<file path="config.mk">
export PLATFORM = sky130hd
export DESIGN_NAME = npcm_ctrl
export DESIGN_NICKNAME = d
export VERILOG_FILES = /design/src/hdl/npcm_pkg.sv /design/src/hdl/npcm_ctrl.sv
export SDC_FILE = /design/constraint.sdc
export NUM_CORES = 1
export LEC_CHECK = 0
export ABC_AREA = 1
export BUFFER_PORTS_ARGS = -buffer_cell sky130_fd_sc_hd__buf_2
export CAP_MARGIN = 20
export CORE_UTILIZATION = 59
export DETAILED_ROUTE_END_ITERATION = 10
export PLACE_DENSITY = 0.86
export SLEW_MARGIN = 15
export SYNTH_ARGS = -nofsm -noshare
export SYNTH_HDL_FRONTEND = slang
export SYNTH_SLANG_ARGS = --single-unit
</file>
<file path="constraint.sdc">
create_clock -name clk -period 3.6 [get_ports clk]
set_input_delay 0.18 -clock clk [delete_from_list [all_inputs] [get_ports clk]]
set_output_delay 0.18 -clock clk [all_outputs]
set_load 0.01 [all_outputs]
</file>
<file path="src/hdl/npcm_pkg.sv">
// Package for the nearest palette colour mapper.
// Types, constants and helper functions used by the controller, datapath and top level.
// No dependencies.
package npcm_pkg;

    localparam int PAL_DEPTH      = 256;
    localparam int PAL_AW         = $clog2(PAL_DEPTH);
    localparam int SIZE_W         = 9;
    localparam int COLOR_W        = 8;
    localparam int RGB_W          = 3 * COLOR_W;
    localparam int SQR_W          = 2 * COLOR_W;
    localparam int SUM_W          = SQR_W + 3;
    localparam int KEY_W          = COLOR_W + 1;
    localparam int SQRT_STEPS     = 9;
    localparam int SQRT_PER_STAGE = 3;
    localparam int SQRT_STAGES    = SQRT_STEPS / SQRT_PER_STAGE;

    typedef enum logic {
        REQ_LOAD  = 1'b0,
        REQ_PIXEL = 1'b1
    } req_kind_t;

    typedef enum logic [1:0] {
        ST_IDLE,
        ST_SCAN,
        ST_DRAIN,
        ST_RESULT
    } ctrl_state_t;

    typedef struct packed {
        logic              wr_en;
        logic              start;
        logic              rd_en;
        logic [PAL_AW-1:0] rd_addr;
        logic              load_out;
    } dp_cmd_t;

    typedef struct packed {
        logic busy;
    } dp_status_t;

    typedef struct packed {
        logic [SUM_W-1:0] rem;
        logic [SUM_W-1:0] root;
    } sqrt_acc_t;

    function automatic logic [COLOR_W-1:0] abs_diff(input logic [COLOR_W-1:0] a,
                                                     input logic [COLOR_W-1:0] b);
        abs_diff = (a > b) ? (a - b) : (b - a);
    endfunction

    // Three digit-by-digit square root steps, starting at step first_step.
    function automatic sqrt_acc_t sqrt_steps(input sqrt_acc_t acc_in, input int first_step);
        sqrt_acc_t        acc;
        logic [SUM_W-1:0] bit_val;
        logic [SUM_W-1:0] trial;
        acc = acc_in;
        for (int j = 0; j < SQRT_PER_STAGE; j++) begin
            bit_val = SUM_W'(1) << (2 * (SQRT_STEPS - 1 - (first_step + j)));
            trial   = acc.root + bit_val;
            if (acc.rem >= trial) begin
                acc.rem  = acc.rem - trial;
                acc.root = (acc.root >> 1) + bit_val;
            end
            else begin
                acc.root = acc.root >> 1;
            end
        end
        sqrt_steps = acc;
    endfunction

endpackage

</file>
<file path="src/hdl/npcm_ctrl.sv">
// Controller state machine for the nearest palette colour mapper.
// Sequences loads, the palette scan, pipeline drain and result hand-off. Uses npcm_pkg.
module npcm_ctrl
    import npcm_pkg::*;
(
    input  logic              clk,
    input  logic              rst_n,
    input  logic              cfg_valid,
    output logic              cfg_ready,
    input  logic [SIZE_W-1:0] cfg_data,
    input  logic              s_tvalid,
    output logic              s_tready,
    input  logic              req_type,
    output logic              m_tvalid,
    input  logic              m_tready,
    output dp_cmd_t           cmd,
    input  dp_status_t        status
);

    ctrl_state_t       state_reg, state_next;
    logic [SIZE_W-1:0] size_reg;
    logic [SIZE_W-1:0] addr_reg, addr_next;
    logic              out_valid_reg, out_valid_next;
    logic [SIZE_W-1:0] count;
    logic              accept;
    req_kind_t         kind;

    assign cfg_ready = 1'b1;
    assign count     = (size_reg > SIZE_W'(PAL_DEPTH)) ? SIZE_W'(PAL_DEPTH) : size_reg;
    assign kind      = req_kind_t'(req_type);
    assign accept    = s_tvalid && s_tready;
    assign m_tvalid  = out_valid_reg;

    always_ff @(posedge clk or negedge rst_n) begin
        if (!rst_n) begin
            state_reg     <= ST_IDLE;
            size_reg      <= '0;
            addr_reg      <= '0;
            out_valid_reg <= 1'b0;
        end
        else begin
            state_reg     <= state_next;
            addr_reg      <= addr_next;
            out_valid_reg <= out_valid_next;
            if (cfg_valid && cfg_ready) begin
                size_reg <= cfg_data;
            end
        end
    end

    always_comb begin
        state_next = state_reg;
        addr_next  = addr_reg;
        unique case (state_reg)
            ST_IDLE: begin
                addr_next = '0;
                if (accept && kind == REQ_PIXEL) begin
                    state_next = (count == '0) ? ST_DRAIN : ST_SCAN;
                end
            end
            ST_SCAN: begin
                addr_next = addr_reg + SIZE_W'(1);
                if (addr_reg == count - SIZE_W'(1)) begin
                    state_next = ST_DRAIN;
                end
            end
            ST_DRAIN: begin
                if (!status.busy) begin
                    state_next = ST_RESULT;
                end
            end
            ST_RESULT: begin
                if (!out_valid_reg || m_tready) begin
                    state_next = ST_IDLE;
                end
            end
            default: state_next = ST_IDLE;
        endcase
    end

    always_comb begin
        s_tready     = 1'b0;
        cmd          = '0;
        cmd.rd_addr  = addr_reg[PAL_AW-1:0];
        unique case (state_reg)
            ST_IDLE: begin
                s_tready  = 1'b1;
                cmd.wr_en = accept && kind == REQ_LOAD;
                cmd.start = accept && kind == REQ_PIXEL;
            end
            ST_SCAN: begin
                cmd.rd_en = 1'b1;
            end
            ST_DRAIN: begin
            end
            ST_RESULT: begin
                cmd.load_out = !out_valid_reg || m_tready;
            end
            default: begin
            end
        endcase
    end

    always_comb begin
        out_valid_next = out_valid_reg;
        if (cmd.load_out) begin
            out_valid_next = 1'b1;
        end
        else if (m_tready) begin
            out_valid_next = 1'b0;
        end
    end

endmodule

</file>
==> run_results.csv <==
group,metric,value,unit
cts,cts_tree,"yes",
cts,cts.root.buffer_cell,"clkbuf_4",
sta,fin_skew,0.00274,ns
routing,final_antenna_net_count,0,
synthesis,compound_gate_portion_of_the_synthesized_area,0.0939,
global_route,globalRouteOverflowTotal,0,
synthesis,synth_area_leaders,"dfrtp_1 34%, nand2_1 12%, inv_1 6.3%",
die,ios,31,
critical_path,critPathRequiredTime,3.82,ns
sta,setup_viol,0,
synthesis,syn-cell-area,1550,µm²
global_route,global_route_wire_length_before_repair,4730,µm
sta,min_period_over_period,0.576,
global_route,vias_in_the_first_global_route,1112,
sta,maxClockFrequency,0.482,GHz
placement,final_gp_congestion,0.858,
sta,final-hold-violation-count,0,
synthesis,warning_count_from_the_yosys_run,0,
critical_path,critPathBufInv,1,
synthesis,yosys.area.top_type,"dfrtp_1",
routing,post_drt_wl_per_cell,11.3,µm
final_layout,flow.area_growth_from_synthesis,7.61,%
outcome,run_status,"finished clean",
sta,hold_slack,0.0852,ns
sta,layout_min_cycle_time,2.07,ns
synthesis,yosys.cell_types.count,29,
pwr,total_leakage_power,0.896,nW
cts,cts.repair_timing.setup_buffer_count,0,
cts,cts_buffers,3,
placement,dpl.hpwl,2280,µm
die,floorplan.initialDensity,0.624,
routing,drc,0,
die,fp.dieW,53.2,µm
final_layout,final-instance-count-excl-fill,257,
die,core_area,2480,µm²
routing,routed_via_density,5.33,
critical_path,critical_path_class,"register to register",
run,timing.max_cap.violations,0,
synthesis,synth_fp_nets,228,
critical_path,cp_data_arrival_time,2.29,ns
pwr,irDropWorstVdd,369,µV
synthesis,synth_xor_xnor_area_share,0.0396,
placement,placed_cells,252,
synthesis,yosys-mux-area-fraction,0.0510,
placement,pre_cts_ws,1.57,ns
die,std_cell_rows,18,
global_route,globalRouteTotalUtil,0.235,
synthesis,yosys_register_bits,21,
routing,detail_route.first_pass.iterations,4,
hold_path,min-delay-path-class,"input port to register",
synthesis,synth-adder-area-share,0.0485,
placement,placement.io_buffers,29,
sta,final-max-slew-violation-count,0,
final_layout,antenna-diode-count,0,
final_layout,fillerInstances,214,
pwr,powerDensity,482,nW/µm²
synthesis,combinational_family_with_the_most_area_after_synthesis,"simple AND/OR/NAND/NOR gates",
critical_path,crit_fanout,4,
global_route,groute.layer.met2.usage,0.386,
critical_path,cp-end-kind,"register",
routing,vias,1371,
final_layout,final_nets,250,
cts,clkSlewWorstSetupHoldPaths,0.12,ns
cts,clock_sink_count,21,
sta,layout_setup_ws,1.53,ns
die,die-area,2830,µm²
cts,postCtsResizedCells,0,
critical_path,timing.critical_path.slowest_cell_delay,0.43,ns
pwr,final_total_pwr,0.000802,W
synthesis,synth_area_per_cell,7.51,µm²
global_route,met1_usage,0.308,
critical_path,cp_cell_sequence,"nor2_1, inv_1, ha_1, xnor2_1, a21oi_1, nand2_1, nor2_1, nand2_1, nor2_1, nand3_1, nand2_2, nand2_2, nand2_1, nand2_1",
synthesis,synthCells,206,
critical_path,worst_path_max_delay_cell,"dfrtp_1",
global_route,grt_start_max_net_pins,22,
cts,cts.path.max_buffers,2,
synthesis,synthSimpleGateAreaFrac,0.291,
synthesis,yosysTopAreaCellShare,0.340,
critical_path,cp-start-kind,"register",
routing,drt_wl_total,2910,µm
global_route,gr-usage-met3,0.0603,
sta,final.setup.tns,0,ns
critical_path,critical_path.most_common_cell,"nand2_1",
global_route,grt-busiest-layer,"met2",
critical_path,cell_family_with_the_largest_share_of_critical_path_delay,"simple AND/OR/NAND/NOR gates",
cts,cts_max_level,1,
sta,setup_repair_after_global_routing_missed_its_margin,"no",
routing,initialDrtViolationCount,43,
cts,insertion_delay_of_the_later_clocked_pin_in_the_worst_skew_pair,0.31,ns
die,die_height,53.2,µm
global_route,grt_antenna_before_repair,0,
final_layout,layout-drive-gt1-share,0.238,
synthesis,synth_sequential_area_ratio,0.340,
==> stage by stage <==
step | utilization | instance area (µm²)
floorplan | - | 1550
global placement | 0.657 | 1630
detailed placement | 0.657 | 1630
CTS | 0.672 | 1660
global route | 0.672 | 1660
finish | 0.672 | 1660
==> worst reg2reg max path, cell delays in order (launching register included) <==
cell and delay (ns):
dfrtp_1 0.43, nor2_1 0.22, inv_1 0.13, ha_1 0.32, xnor2_1 0.12, a21oi_1 0.12, nand2_1 0.06, nor2_1 0.09
nand2_1 0.05, nor2_1 0.08, nand3_1 0.10, nand2_2 0.10, nand2_2 0.06, nand2_1 0.06, nand2_1 0.05
==> synth_stat cells <==
| cell type | number |
|---|---|
| nor2_2 | 2 |
| a22o_1 | 1 |
| mux2_2 | 7 |
| nand2_1 | 50 |
| o31ai_1 | 1 |
| a31oi_1 | 1 |
| o22ai_1 | 2 |
| inv_1 | 26 |
| nand2_4 | 3 |
| nor2_1 | 17 |
| xnor2_1 | 1 |
| o21ai_0 | 17 |
| nand3_1 | 14 |
| conb_1 | 1 |
| inv_2 | 2 |
| ha_1 | 6 |
| or4_1 | 1 |
| dfrtp_1 | 21 |
| nand3_2 | 1 |
| nor3_1 | 1 |
| xor2_1 | 6 |
| nand2_2 | 5 |
| nand3_4 | 1 |
| clkbuf_1 | 1 |
| buf_4 | 10 |
| buf_6 | 2 |
| nor2_4 | 1 |
| a21oi_1 | 4 |
| o21ai_1 | 1 |
==> per-layer routing <==
layer | wire length [µm] | up-vias | share of wire
li1 | - | 693 | -
met5 | 0 | - | 0
met2 | 1370 | 43 | 0.47
met4 | 31 | 0 | 0.011
met1 | 1330 | 629 | 0.46
met3 | 167 | 6 | 0.057
==> layout make-up <==
class                      instances  area (µm²)  area share
clock buffer                       4        26.3      0.0158
inverter                          28         105      0.0632
multi-input combinational        144         815       0.489
sequential                        21         526       0.316
tap                               30        37.5      0.0226
timing repair buffer              30         155      0.0932
==> cell usage in the layout, fill, tap and decap left out, types with 2 or more instances in the layout <==
master | synthesis | layout
a21oi_1 | 4 | 4
buf_2 | 0 | 29
clkbuf_4 | 0 | 3
dfrtp_1 | 21 | 21
ha_1 | 6 | 6
inv_1 | 26 | 26
inv_2 | 2 | 2
mux2_2 | 7 | 7
nand2_1 | 50 | 50
nand2_2 | 5 | 5
nand2_4 | 3 | 3
nand3_1 | 14 | 14
nor2_1 | 17 | 17
nor2_2 | 2 | 2
o21ai_0 | 17 | 17
o22ai_1 | 2 | 2
xor2_1 | 6 | 6
==> worst paths after layout <==
| check | from | end | slack (ns) | cells past startpoint |
|---|---|---|---|---|
| worst max-delay path | size_reg[8]$_DFFE_PN0P_ | state_reg[0]$_DFFE_PN0P_ | 1.53 | 14 |
| worst min-delay path | cfg_data[0] | size_reg[0]$_DFFE_PN0P_ | 0.09 | 3 |
| worst max register to register | size_reg[8]$_DFFE_PN0P_ | state_reg[0]$_DFFE_PN0P_ | 1.53 | 14 |
| worst min register to register | m_tvalid$_DFFE_PN0P_ | m_tvalid$_DFFE_PN0P_ | 0.54 | 2 |
| max in group asynchronous | rst_n | addr_reg[6]$_DFFE_PN0P_ | 2.91 | 2 |
| min in group asynchronous | rst_n | m_tvalid$_DFFE_PN0P_ | 0.36 | 2 |
==> power breakdown <==
| group | internal [W] | switching, W |
|---|---|---|
| sequential | 0.000272 | 0.0000455 |
| combinational | 0.000140 | 0.000228 |
| clock | 0.0000433 | 0.0000733 |
==> kinds of logic (layout without fill, tap and decap cells) <==
family	after synthesis	count (layout)
flip-flops	21	21
buffers and inverters	41	62
adder cells (fa/ha/maj)	6	6
XOR/XNOR	7	7
multiplexers	7	7
AO/OA/AOI/OAI	27	27
other	1	1
AND/OR/NAND/NOR	96	96
==> what timing repair did <==
action,CTS,global route
hold endpoints to repair,21,0
hold buffers,1,0
endpoints found under the setup margin,0,0
(Power assumes the default switching activity.)
